<file path="src/rtl/iems_pkg.sv">
`timescale 1ns / 1ps

package iems_pkg;

    // Bus primitive codes handed to the bus controller.
    typedef enum logic [2:0] {
        CMD_NONE   = 3'd0,
        CMD_START  = 3'd1,
        CMD_SEND   = 3'd2,
        CMD_RSTART = 3'd3,
        CMD_RECV   = 3'd4,
        CMD_ACK    = 3'd5,
        CMD_STOP   = 3'd6
    } cmd_t;

    // Input action codes.
    typedef enum logic [1:0] {
        ACT_TICK  = 2'd0,
        ACT_WRITE = 2'd1,
        ACT_READ  = 2'd2,
        ACT_SPARE = 2'd3
    } action_t;

    // Kind of job in progress.
    typedef enum logic [1:0] {
        KIND_NONE  = 2'd0,
        KIND_WRITE = 2'd1,
        KIND_READ  = 2'd2
    } kind_t;

    // Job completion codes.
    typedef enum logic [1:0] {
        END_NONE  = 2'd0,
        END_OK    = 2'd1,
        END_ERROR = 2'd2
    } job_end_t;

    // Sequencer phases.
    typedef enum logic [4:0] {
        PH_IDLE        = 5'd0,
        PH_START       = 5'd1,
        PH_CTRL        = 5'd2,
        PH_CTRL_ACK    = 5'd3,
        PH_ADDR_HI     = 5'd4,
        PH_ADDR_LO     = 5'd5,
        PH_WR_DATA     = 5'd6,
        PH_WR_ACK      = 5'd7,
        PH_RSTART      = 5'd8,
        PH_RD_CTRL     = 5'd9,
        PH_RD_CTRL_ACK = 5'd10,
        PH_RECV        = 5'd11,
        PH_RX_DONE     = 5'd12,
        PH_ACK_DONE    = 5'd13,
        PH_STOP        = 5'd14,
        PH_STOP_WAIT   = 5'd15,
        PH_ERR_STOP    = 5'd16,
        PH_ERR_WAIT    = 5'd17,
        PH_RETRY_STOP  = 5'd18,
        PH_RETRY_WAIT  = 5'd19
    } phase_t;

    // Register indexes of the configuration port.
    localparam logic CFG_TWO_BYTE_ADDRESS = 1'b0;
    localparam logic CFG_RETRY_LIMIT      = 1'b1;

    // Reset value of the held device select byte.
    localparam logic [7:0] SLAVE_RESET = 8'hA0;

    // One input item.
    typedef struct packed {
        logic [1:0]  action;
        logic [7:0]  slave_address;
        logic [2:0]  chip_select;
        logic [15:0] mem_address;
        logic [15:0] byte_count;
        logic        bus_done;
        logic        bus_nack;
        logic [7:0]  rx_byte;
        logic [7:0]  write_byte;
    } item_t;

    // One result item.
    typedef struct packed {
        cmd_t        bus_command;
        logic [7:0]  tx_byte;
        logic        ack_level;
        logic [15:0] data_index;
        logic        rx_valid;
        logic [7:0]  rx_data;
        logic        busy_res;
        job_end_t    job_end;
    } result_t;

    // Sequencer state carried from one item to the next.
    typedef struct packed {
        phase_t      phase;
        kind_t       job_kind;
        logic [15:0] byte_counter;
        logic [7:0]  retry_counter;
        logic [7:0]  held_slave;
        logic [2:0]  held_select;
        logic [15:0] held_address;
        logic [15:0] held_length;
    } seq_state_t;

    // Configuration register contents.
    typedef struct packed {
        logic       two_byte_address;
        logic [7:0] retry_limit;
    } cfg_t;

endpackage

</file>
<file path="src/rtl/iems_in_reg.sv">
`timescale 1ns / 1ps

module iems_in_reg (
    input  logic                 aclk,
    input  logic                 aresetn,
    input  logic                 s_valid,
    output logic                 s_ready,
    input  iems_pkg::item_t      s_item,
    output logic                 item_valid,
    output iems_pkg::item_t      item,
    input  logic                 item_take
);

    logic            vld_reg;
    logic            vld_next;
    iems_pkg::item_t item_reg;

    // The register may reload in the same cycle as its content moves on.
    assign s_ready  = !vld_reg || item_take;
    assign vld_next = (s_valid && s_ready) || (vld_reg && !item_take);

    always_ff @(posedge aclk) begin
        if (!aresetn) begin
            vld_reg <= 1'b0;
        end else begin
            vld_reg <= vld_next;
        end
    end

    // Payload capture needs no reset.
    always_ff @(posedge aclk) begin
        if (s_valid && s_ready) begin
            item_reg <= s_item;
        end
    end

    assign item_valid = vld_reg;
    assign item       = item_reg;

endmodule

</file>
<file path="src/rtl/iems_step.sv">
`timescale 1ns / 1ps

module iems_step (
    input  iems_pkg::item_t      item,
    input  iems_pkg::seq_state_t st,
    input  iems_pkg::cfg_t       cfg,
    output iems_pkg::seq_state_t st_next,
    output iems_pkg::result_t    res
);

    logic        begin_job;
    logic [15:0] count_inc;
    logic [7:0]  ctrl_base;
    logic [15:0] length_eff;

    // A begin action is only honoured when no job is in progress.
    assign begin_job = (st.job_kind == iems_pkg::KIND_NONE) &&
                       ((item.action == iems_pkg::ACT_WRITE) ||
                        (item.action == iems_pkg::ACT_READ));
    assign count_inc  = st.byte_counter + 16'd1;
    assign ctrl_base  = st.held_slave | {4'd0, st.held_select, 1'b0};
    assign length_eff = (item.byte_count == 16'd0) ? 16'd1 : item.byte_count;

    // Next state.
    always_comb begin
        st_next = st;
        if (begin_job) begin
            st_next.job_kind      = (item.action == iems_pkg::ACT_WRITE) ?
                                    iems_pkg::KIND_WRITE : iems_pkg::KIND_READ;
            st_next.held_slave    = item.slave_address;
            st_next.held_select   = item.chip_select;
            st_next.held_address  = item.mem_address;
            st_next.held_length   = length_eff;
            st_next.byte_counter  = 16'd0;
            st_next.retry_counter = 8'd0;
            st_next.phase         = iems_pkg::PH_IDLE;
        end else begin
            case (st.phase)
                iems_pkg::PH_IDLE: begin
                    if (st.job_kind != iems_pkg::KIND_NONE) begin
                        st_next.phase = iems_pkg::PH_START;
                    end
                end
                iems_pkg::PH_START: begin
                    st_next.phase = iems_pkg::PH_CTRL;
                end
                iems_pkg::PH_CTRL: begin
                    if (item.bus_done) begin
                        st_next.phase = iems_pkg::PH_CTRL_ACK;
                    end
                end
                iems_pkg::PH_CTRL_ACK: begin
                    if (item.bus_done) begin
                        if (item.bus_nack) begin
                            st_next.phase = (st.retry_counter < cfg.retry_limit) ?
                                            iems_pkg::PH_RETRY_STOP :
                                            iems_pkg::PH_ERR_STOP;
                        end else begin
                            st_next.retry_counter = 8'd0;
                            st_next.phase = cfg.two_byte_address ?
                                            iems_pkg::PH_ADDR_HI : iems_pkg::PH_ADDR_LO;
                        end
                    end
                end
                iems_pkg::PH_ADDR_HI: begin
                    if (item.bus_done) begin
                        st_next.phase = item.bus_nack ?
                                        iems_pkg::PH_ERR_STOP : iems_pkg::PH_ADDR_LO;
                    end
                end
                iems_pkg::PH_ADDR_LO: begin
                    if (item.bus_done) begin
                        if (item.bus_nack) begin
                            st_next.phase = iems_pkg::PH_ERR_STOP;
                        end else if (st.job_kind == iems_pkg::KIND_WRITE) begin
                            st_next.phase = iems_pkg::PH_WR_DATA;
                        end else begin
                            st_next.phase = iems_pkg::PH_RSTART;
                        end
                    end
                end
                iems_pkg::PH_WR_DATA: begin
                    st_next.byte_counter = count_inc;
                    st_next.phase        = iems_pkg::PH_WR_ACK;
                end
                iems_pkg::PH_WR_ACK: begin
                    if (item.bus_done) begin
                        if (item.bus_nack) begin
                            st_next.phase = iems_pkg::PH_ERR_STOP;
                        end else if (st.byte_counter == st.held_length) begin
                            st_next.phase = iems_pkg::PH_STOP;
                        end else begin
                            st_next.phase = iems_pkg::PH_WR_DATA;
                        end
                    end
                end
                iems_pkg::PH_RSTART: begin
                    st_next.phase = iems_pkg::PH_RD_CTRL;
                end
                iems_pkg::PH_RD_CTRL: begin
                    if (item.bus_done) begin
                        st_next.phase = iems_pkg::PH_RD_CTRL_ACK;
                    end
                end
                iems_pkg::PH_RD_CTRL_ACK: begin
                    if (item.bus_done) begin
                        st_next.phase = item.bus_nack ?
                                        iems_pkg::PH_ERR_STOP : iems_pkg::PH_RECV;
                    end
                end
                iems_pkg::PH_RECV: begin
                    st_next.phase = iems_pkg::PH_RX_DONE;
                end
                iems_pkg::PH_RX_DONE: begin
                    if (item.bus_done) begin
                        st_next.byte_counter = count_inc;
                        st_next.phase        = iems_pkg::PH_ACK_DONE;
                    end
                end
                iems_pkg::PH_ACK_DONE: begin
                    if (item.bus_done) begin
                        st_next.phase = (st.byte_counter == st.held_length) ?
                                        iems_pkg::PH_STOP : iems_pkg::PH_RECV;
                    end
                end
                iems_pkg::PH_STOP: begin
                    st_next.phase = iems_pkg::PH_STOP_WAIT;
                end
                iems_pkg::PH_ERR_STOP: begin
                    st_next.phase = iems_pkg::PH_ERR_WAIT;
                end
                iems_pkg::PH_RETRY_STOP: begin
                    st_next.retry_counter = st.retry_counter + 8'd1;
                    st_next.phase         = iems_pkg::PH_RETRY_WAIT;
                end
                iems_pkg::PH_RETRY_WAIT: begin
                    if (item.bus_done) begin
                        st_next.phase        = iems_pkg::PH_IDLE;
                        st_next.byte_counter = 16'd0;
                    end
                end
                iems_pkg::PH_STOP_WAIT, iems_pkg::PH_ERR_WAIT: begin
                    if (item.bus_done) begin
                        st_next.phase         = iems_pkg::PH_IDLE;
                        st_next.job_kind      = iems_pkg::KIND_NONE;
                        st_next.byte_counter  = 16'd0;
                        st_next.retry_counter = 8'd0;
                    end
                end
                default: begin
                    // An unused phase code drops back to idle with no job.
                    st_next.phase         = iems_pkg::PH_IDLE;
                    st_next.job_kind      = iems_pkg::KIND_NONE;
                    st_next.byte_counter  = 16'd0;
                    st_next.retry_counter = 8'd0;
                end
            endcase
        end
    end

    // Result fields.
    always_comb begin
        res             = '0;
        res.bus_command = iems_pkg::CMD_NONE;
        res.job_end     = iems_pkg::END_NONE;
        if (!begin_job) begin
            case (st.phase)
                iems_pkg::PH_START: begin
                    res.bus_command = iems_pkg::CMD_START;
                end
                iems_pkg::PH_CTRL: begin
                    if (item.bus_done) begin
                        res.bus_command = iems_pkg::CMD_SEND;
                        res.tx_byte     = ctrl_base;
                    end
                end
                iems_pkg::PH_CTRL_ACK: begin
                    if (item.bus_done && !item.bus_nack) begin
                        res.bus_command = iems_pkg::CMD_SEND;
                        res.tx_byte     = cfg.two_byte_address ?
                                          st.held_address[15:8] : st.held_address[7:0];
                    end
                end
                iems_pkg::PH_ADDR_HI: begin
                    if (item.bus_done && !item.bus_nack) begin
                        res.bus_command = iems_pkg::CMD_SEND;
                        res.tx_byte     = st.held_address[7:0];
                    end
                end
                iems_pkg::PH_WR_DATA: begin
                    res.bus_command = iems_pkg::CMD_SEND;
                    res.tx_byte     = item.write_byte;
                    res.data_index  = st.byte_counter;
                end
                iems_pkg::PH_RSTART: begin
                    res.bus_command = iems_pkg::CMD_RSTART;
                end
                iems_pkg::PH_RD_CTRL: begin
                    if (item.bus_done) begin
                        res.bus_command = iems_pkg::CMD_SEND;
                        res.tx_byte     = ctrl_base | 8'd1;
                    end
                end
                iems_pkg::PH_RECV: begin
                    res.bus_command = iems_pkg::CMD_RECV;
                end
                iems_pkg::PH_RX_DONE: begin
                    if (item.bus_done) begin
                        res.bus_command = iems_pkg::CMD_ACK;
                        res.rx_valid    = 1'b1;
                        res.rx_data     = item.rx_byte;
                        res.data_index  = st.byte_counter;
                        res.ack_level   = (count_inc == st.held_length);
                    end
                end
                iems_pkg::PH_STOP, iems_pkg::PH_ERR_STOP, iems_pkg::PH_RETRY_STOP: begin
                    res.bus_command = iems_pkg::CMD_STOP;
                end
                iems_pkg::PH_STOP_WAIT: begin
                    if (item.bus_done) begin
                        res.job_end = iems_pkg::END_OK;
                    end
                end
                iems_pkg::PH_ERR_WAIT: begin
                    if (item.bus_done) begin
                        res.job_end = iems_pkg::END_ERROR;
                    end
                end
                default: begin
                    res.bus_command = iems_pkg::CMD_NONE;
                end
            endcase
        end
        res.busy_res = (st_next.job_kind != iems_pkg::KIND_NONE);
    end

endmodule

</file>
<file path="src/rtl/i2c_eeprom_master_sequencer_unit.sv">
`timescale 1ns / 1ps

// I2C EEPROM random read / write sequencer.
// The input channel (s_*) carries one clock tick of the bus controller per
// transaction: either a plain tick with the bus_done / bus_nack / rx_byte /
// write_byte responses, or a begin action that latches a write or read job.
// Every accepted input transaction yields exactly one result transaction on
// the m_* channel, naming the next bus primitive, any received byte with its
// index, the busy flag and the job completion code.
// The item is captured in an input register, then one pass of the phase logic
// updates the sequencer state and loads the output register, whose content is
// presented on m_*. Throughput is one transaction per cycle while m_ready is
// high; the only loop is the phase and counter update between the input and
// output registers.
// When the receiver holds m_ready low, the output register keeps its result,
// the input register holds the next item and s_ready falls once both are full.
// Reset (aresetn low at a clock edge) empties both registers, returns the
// sequencer to idle with no job, and sets two_byte_address to 1 and
// retry_limit to 3. Configuration writes take effect at once and are meant
// for times when no job is in flight.
module i2c_eeprom_master_sequencer_unit (
    input  logic        aclk,
    input  logic        aresetn,
    input  logic        s_valid,
    output logic        s_ready,
    input  logic [1:0]  s_action,
    input  logic [7:0]  s_slave_address,
    input  logic [2:0]  s_chip_select,
    input  logic [15:0] s_mem_address,
    input  logic [15:0] s_byte_count,
    input  logic        s_bus_done,
    input  logic        s_bus_nack,
    input  logic [7:0]  s_rx_byte,
    input  logic [7:0]  s_write_byte,
    output logic        m_valid,
    input  logic        m_ready,
    output logic [2:0]  m_bus_command,
    output logic [7:0]  m_tx_byte,
    output logic        m_ack_level,
    output logic [15:0] m_data_index,
    output logic        m_rx_valid,
    output logic [7:0]  m_rx_data,
    output logic        m_busy_res,
    output logic [1:0]  m_job_end,
    input  logic        cfg_wr_en,
    input  logic        cfg_index,
    input  logic [7:0]  cfg_wdata
);

    iems_pkg::item_t      s_item;
    iems_pkg::item_t      item;
    logic                 item_valid;
    logic                 step_go;
    iems_pkg::seq_state_t st_reg;
    iems_pkg::seq_state_t st_next;
    iems_pkg::cfg_t       cfg_reg;
    iems_pkg::result_t    res_next;
    iems_pkg::result_t    res_reg;
    logic                 m_valid_reg;
    logic                 m_valid_next;

    assign s_item.action        = s_action;
    assign s_item.slave_address = s_slave_address;
    assign s_item.chip_select   = s_chip_select;
    assign s_item.mem_address   = s_mem_address;
    assign s_item.byte_count    = s_byte_count;
    assign s_item.bus_done      = s_bus_done;
    assign s_item.bus_nack      = s_bus_nack;
    assign s_item.rx_byte       = s_rx_byte;
    assign s_item.write_byte    = s_write_byte;

    // Input register.
    iems_in_reg u_in_reg (
        .aclk       (aclk),
        .aresetn    (aresetn),
        .s_valid    (s_valid),
        .s_ready    (s_ready),
        .s_item     (s_item),
        .item_valid (item_valid),
        .item       (item),
        .item_take  (step_go)
    );

    // Phase logic for one tick.
    iems_step u_step (
        .item    (item),
        .st      (st_reg),
        .cfg     (cfg_reg),
        .st_next (st_next),
        .res     (res_next)
    );

    // The step fires when an item waits and the output register is free or being emptied.
    assign step_go      = item_valid && (!m_valid_reg || m_ready);
    assign m_valid_next = step_go || (m_valid_reg && !m_ready);

    // Configuration registers.
    always_ff @(posedge aclk) begin
        if (!aresetn) begin
            cfg_reg.two_byte_address <= 1'b1;
            cfg_reg.retry_limit      <= 8'd3;
        end else if (cfg_wr_en) begin
            case (cfg_index)
                iems_pkg::CFG_TWO_BYTE_ADDRESS: cfg_reg.two_byte_address <= cfg_wdata[0];
                iems_pkg::CFG_RETRY_LIMIT:      cfg_reg.retry_limit      <= cfg_wdata;
                default:                        cfg_reg                  <= cfg_reg;
            endcase
        end
    end

    // Sequencer state.
    always_ff @(posedge aclk) begin
        if (!aresetn) begin
            st_reg.phase         <= iems_pkg::PH_IDLE;
            st_reg.job_kind      <= iems_pkg::KIND_NONE;
            st_reg.byte_counter  <= 16'd0;
            st_reg.retry_counter <= 8'd0;
            st_reg.held_slave    <= iems_pkg::SLAVE_RESET;
            st_reg.held_select   <= 3'd0;
            st_reg.held_address  <= 16'd0;
            st_reg.held_length   <= 16'd0;
        end else if (step_go) begin
            st_reg <= st_next;
        end
    end

    // Output register valid flag.
    always_ff @(posedge aclk) begin
        if (!aresetn) begin
            m_valid_reg <= 1'b0;
        end else begin
            m_valid_reg <= m_valid_next;
        end
    end

    // Output register payload.
    always_ff @(posedge aclk) begin
        if (step_go) begin
            res_reg <= res_next;
        end
    end

    assign m_valid       = m_valid_reg;
    assign m_bus_command = res_reg.bus_command;
    assign m_tx_byte     = res_reg.tx_byte;
    assign m_ack_level   = res_reg.ack_level;
    assign m_data_index  = res_reg.data_index;
    assign m_rx_valid    = res_reg.rx_valid;
    assign m_rx_data     = res_reg.rx_data;
    assign m_busy_res    = res_reg.busy_res;
    assign m_job_end     = res_reg.job_end;

endmodule

</file>
<file path="config.mk">
export PLATFORM = sky130hd
export DESIGN_NAME = i2c_eeprom_master_sequencer_unit
export DESIGN_NICKNAME = d
export VERILOG_FILES = /design/src/rtl/iems_pkg.sv /design/src/rtl/iems_in_reg.sv /design/src/rtl/iems_step.sv /design/src/rtl/i2c_eeprom_master_sequencer_unit.sv
export SDC_FILE = /design/constraint.sdc
export NUM_CORES = 1
export LEC_CHECK = 0
export BUFFER_PORTS_ARGS = -buffer_cell sky130_fd_sc_hd__buf_2
export CORE_MARGIN = 1.5
export CORE_UTILIZATION = 30
export CTS_CLUSTER_DIAMETER = 30
export DETAILED_ROUTE_END_ITERATION = 10
export GPL_ROUTABILITY_DRIVEN = 0
export PLACE_DENSITY = 0.51
export SYNTH_ARGS = -nofsm -noshare
export SYNTH_HDL_FRONTEND = slang
export SYNTH_SLANG_ARGS = --single-unit
</file>
<file path="constraint.sdc">
create_clock -name aclk -period 5.4 [get_ports aclk]
set_clock_uncertainty 0.15 [all_clocks]
set_input_delay 0.54 -clock aclk [delete_from_list [all_inputs] [get_ports aclk]]
set_output_delay 0.54 -clock aclk [all_outputs]
set_load 0.01 [all_outputs]
</file>
==> metrics, run 1 <==
Worst Setup Path Type reg2reg; Overflow after GRT 0; cells after synthesis slightly above 800; Worst Setup Start Kind flip-flop; drt pass-1 iters 5; cell area after placement approximately 9300 um^2; Post-DRT Antenna Nets 0; RSZ-0062 raised after global routing no; full die area 28900 um^2; vias in the first global route 6029; Pleak 3.50 nW; Site Rows 60; crit path capture type flip-flop; Achievable Freq 337 MHz; Synth Area per Inst between 10 and 15 um^2; clock buffer count from CTS 17; max-cap violation count 0; first-pass GRT wire length around 33 mm; die height between 150 and 200 um; post-cts sizing count 0; hold_sp s_rx_byte[2]; Mapped Area 8370 um^2; Total Power 3.09 mW; Starting Density a little under a third; chip width ~170 um; # setup viols final 0; Synth Flop Type edfxtp_1; final wirelength about 21 mm; register area share after synthesis 57.3%; Post-CTS Setup Bufs 0; P&R area growth vs syn 18.1%; pwr/cell area ~310 nW/um^2; FF+latch count, synth 188; VDD IR max between 0.15 and 0.2 mV; Switch Pwr about 0.75 mW; Synth Net Count approximately 910; dominant cell by count in the synthesized netlist nand2_1; Slew Limit Fails 0; fin crit share between 50 and 60%; worst hold slack roughly 0.11 ns; final hold violation count 0; worst path arrival time 3.20 ns; fin area between 9000 and 10000 um^2; initial antenna violation count 1; layout cells sized above 1 18.8%; sequential power share 51.7%; 1st-iter DRT viols 530; port bufs approximately 120; Hold Crit Class in2reg; pin count of the biggest net entering global routing 57; H-tree depth 4; Netlist cell types 73; leading area contributor after synthesis edfxtp_1; final worst setup slack 2.43 ns; max FFs per register 74; Worst EP required ~5.6 ns; Post-synth top cells nand2_1 (142), edfxtp_1 (103), dfxtp_1 (85), a21oi_1 (78), nor2_1 (40); latest clock arrival within the worst-skew pair between 0.4 and 0.5 ns; Clock transition at path regs around 0.080 ns; hold_buf cts 0; setup TNS 0 ns; Worst Path Max Fanout 23; Core Area 27200 um^2; Nets 1004; GR peak layer met2; worst setup path start st_reg[71]; R2R Path Start st_reg[71]; Post-Layout Cell Count 1303; P_int roughly 2.3 mW; Period minus WS final 2.97 ns; I/O pin total about 120; Switching Fraction between 20% and 30%; CTS Buffer Depth 2; clock power share between 40% and 50%; clock sink total roughly 190; status finished, final reports clean; vias per inst between 4 and 5; Avg WL per Cell between 15 and 20 um; yosys warns 0; Area contributors post-synth edfxtp_1 (37%), dfxtp_1 (20%), nand2_1 (6.4%); Relative slew margins a little under two fifths; Final Util 36.4%; post-place setup slack 2.41 ns; Slew @ Worst Pin between 0.9 and 1 ns; CTS tree yes; Combinational Power Share 5.7%; Tot GR Track Use between 10% and 20%; met2 GRT Util a little under a quarter; DP HPWL 15.0 mm; GR Util met3 under 10%; via count between 6k and 7k; ys async rst share 0%; Yosys top cell area share between 30% and 40%; # DRC 0; EDFF count, synth 103; dpl cells 1270; met1 Use GR 20.5%; Root Driver clkbuf_16
## routing by layer
layer  vias up  part of all wire [%]
met5         -                     0
met4         0                   1.3
met3        18                   5.1
met2       180                    46
met1      2977                    48
li1       3165                     -
## worst paths after layout
path,endpoint,slack (ns),cells after the start
max,st_reg[62],2.43,6
min,u_in_reg.item[10],0.11,1
max reg2reg,st_reg[62],2.43,6
min reg2reg,st_reg[33],0.31,2
## power by group through the flow
stage / Clock [mW] / Sequential [mW] / Combinational (mW)
after floorplan: 0 / 1.63 / 0.0971
after global placement: 0 / 1.63 / 0.178
after detailed placement: 0 / 1.63 / 0.179
after CTS: 1.36 / 1.60 / 0.179
after global routing: 1.42 / 1.61 / 0.196
final: 1.32 / 1.60 / 0.175
## worst max-delay path, stage by stage (launching register included)
cell and delay (ns):
dfxtp_1 0.92, nand2_4 0.14, nor4_4 0.66, o21bai_4 0.18, or2_1 0.40, or3_1 0.39
o21ai_1 0.07
## cells by family after synthesis
kind of cell	Yosys count	synth area share [%]
and+or+nand+nor	330	19.6
AOI/OAI and AO/OA	198	15.1
DFF	188	57.3
buffers and inverters	65	3.60
xor gates and xnor gates	26	2.72
adders and majority gates	10	1.49
muxes	2	0.239
## layout by cell type, fill, tap and decap left out, drive strengths merged, types with 4 or more instances in the layout
cell type	n
inv	25
xor2	9
and2	30
o31ai	6
nor2b	11
dfxtp	85
or2	4
ha	10
nand4b	4
clkinv	4
xnor2	17
nand2b	6
nor2	41
nand2	143
a21o	5
a22o	5
nor4	11
a22oi	4
nor3	29
buf	125
o21a	5
a21oi	78
a31oi	9
o21ai	44
a222oi	7
nand3	19
and3	10
o211ai	7
nand4	7
clkbuf	17
edfxtp	103
## cell type report
class / count / area, um^2
flip-flops and latches: 188 / 4790
well taps: 372 / 465
repair buffers: 125 / 643
inverters: 19 / 71.3
multi-input cells: 566 / 3290
clock buffers: 17 / 425
clock inverters: 15 / 198
diodes: 1 / 2.50
fillers: 2807 / 17300
Note: power is estimated with default switching activity, not from simulation.
==> run 2, diff against run 1 <==
- clock period: 5.4 -> 2.9 ns (I/O delays scaled with it)
==> run 2 against run 1 <==
Net effect:
- die area unchanged
- sequential share of layout area down 3.8 points
- cell count rose by 7.2%
- critical endpoint is now m_ack_level
- largest cell class unchanged
==> metrics, run 2 (same netlist as run 1, synthesis figures left out) <==
status finished, final reports clean; P&R area growth vs syn 28.2%; first-pass GRT wire length 34.7 mm (+3.9%); dpl cells 1293 (+1.8%); RR Endpoint m_ack_level; instance count on the critical path 6 (unchanged); Tot GR Track Use 15.6% (+0.78 points); crit-path cells nand4_1, nor4_1, xnor2_1, o21ai_0, nor4b_2, o2111a_1; Post-CTS Setup Bufs 0 (unchanged); Nets 1099 (+9.5%); Avg WL per Cell 15.9 um (-1.5%); port bufs 118 (unchanged); # setup viols final 0 (unchanged); clock sink total 188 (unchanged); Final Util 39.5% (+3.1 points); Achievable Freq 382 MHz (+14%); GR Util met3 3.09% (+0.093 points); final hold violation count 0 (unchanged); pwr/cell area 526 nW/um^2 (+68%); hold_buf cts 72 (+72); Period minus WS final 2.61 ns (-0.355 ns); final wirelength 22.3 mm (+5.6%); fin area 10700 um^2 (+8.5%); max-cap violation count 0 (unchanged); via count 6746 (+6.4%); Root Driver clkbuf_16; Post-DRT Antenna Nets 0 (unchanged); most common cell after layout, fill and taps aside nand2_1; Clock transition at path regs 0.07 ns (about the same); worst setup path start st_reg[53]; CP bufs+invs 0 (unchanged); full die area 28900 um^2 (unchanged); Relative slew margins 54.4% (+17 points); met1 Use GR 20.9% (+0.47 points); Worst Path Max Fanout 13 (-43%); final worst setup slack 0.285 ns (-2.15 ns); Site Rows 60 (unchanged); post-place setup slack 0.326 ns (-2.08 ns); worst hold slack 0.0232 ns (-0.0908 ns); CP max-delay cell nor4_1; slowest stage delay, CP 0.62 ns (-0.30 ns); setup TNS 0 ns (unchanged); met2 GRT Util 24.7% (+1.4 points); most frequent cells in the layout nand2_1 (142), buf_2 (118), edfxtp_1 (103), dfxtp_1 (85), a21oi_1 (78); clock buffer count from CTS 17 (unchanged); post-cts sizing count 0 (unchanged); Worst Setup EP m_ack_level; Worst Setup Path Type reg2reg; drt pass-1 iters 7 (+2); R2R Path Start st_reg[53]; Worst Setup Start Kind flip-flop; CTS tree yes; FILL cells 2768 (-1.4%); GR peak layer met2; CTS Buffer Depth 2 (unchanged); n_diodes 0 (-1); Total Power 5.64 mW (+82%); # DRC 0 (unchanged); Post-Layout Cell Count 1397 (+7.2%); cell area after placement 9450 um^2 (+2.0%); latest clock arrival within the worst-skew pair 0.43 ns (about the same); Pleak 3.90 nW (+11%); max FFs per register 74 (unchanged); RSZ-0062 raised after global routing no; pin count of the biggest net entering global routing 64 (+12%); chip width 170 um (unchanged); layout cells sized above 1 19.1% (+0.30 points); VDD IR max 0.304 mV (+71%); crit path capture type flip-flop; vias per inst 4.83 (-0.76%); vias in the first global route 6381 (+5.8%); Starting Density 30.8% (unchanged); worst path arrival time 2.77 ns (-0.43 ns); Worst EP required 3.05 ns (-2.58 ns); 1st-iter DRT viols 601 (+13%); Hold Crit Class in2reg; Core Area 27200 um^2 (unchanged); Overflow after GRT 0 (unchanged); CP delay by family, top simple AND/OR/NAND/NOR gates; DP HPWL 15.4 mm (+3.1%); worst-case reg-to-reg path depth 6 (unchanged); initial antenna violation count 0 (-1); fin crit share 90.2% (+35 points); Slew Limit Fails 0 (unchanged); H-tree depth 4 (unchanged); die height 170 um (unchanged); Slew @ Worst Pin 0.682 ns (-0.259 ns); FF-to-FF setup slack 0.29 ns (-2.15 ns); I/O pin total 119 (unchanged)
run 2: cell types whose count changed in the layout (fill, tap and decap cells not counted), moves of 2 or more:
cell and change:
clkinvlp_4 -2, inv_6 +2, bufinv_16 -2, dlygate4sd3_1 +72, clkinv_2 +2, buf_4 +22
inv_8 -3
run 2: worst min-delay path by stage:
| stage | startpoint | end | slack (ns) | cells after the start |
|---|---|---|---|---|
| detailed placement | st_reg[33] | st_reg[33] | 0.29 | 2 |
| global placement | st_reg[32] | st_reg[32] | 0.29 | 2 |
| floorplan | s_write_byte[0] | u_in_reg.item[0] | 0.24 | 0 |
| CTS | aresetn | cfg_reg[8] | 0.008 | 2 |
| global route | aresetn | cfg_reg[8] | 0.01 | 2 |
| finish | aresetn | cfg_reg[8] | 0.02 | 2 |
run 2: layer usage:
| metal | wire (um) | vias to the layer above |
|---|---|---|
| li1 | - | 3356 |
| met1 | 10300 | 3159 |
| met2 | 10200 | 197 |
| met3 | 1160 | 34 |
| met4 | 520 | 0 |
| met5 | 0 | - |
run 2: final cells by class:
cell class,instances,area [um^2],share of cell area (%)
clock buffer,18,429,4.00
tap,372,465,4.34
sequential,188,4790,44.7
multi-input combinational,566,3290,30.7
clock inverter,14,129,1.20
inverter,19,71.3,0.665
timing repair buffer,220,1550,14.4
run 2: report_power, final:
part,switching [mW],internal (mW)
clock,1.12,1.13
combinational,0.225,0.193
sequential,0.0526,2.92
run 2: worst reg2reg max path: stages (launching register included):
cell and delay (ns):
dfxtp_1 0.57, nand4_1 0.37, nor4_1 0.62, xnor2_1 0.18, o21ai_0 0.11, nor4b_2 0.25, o2111a_1 0.22
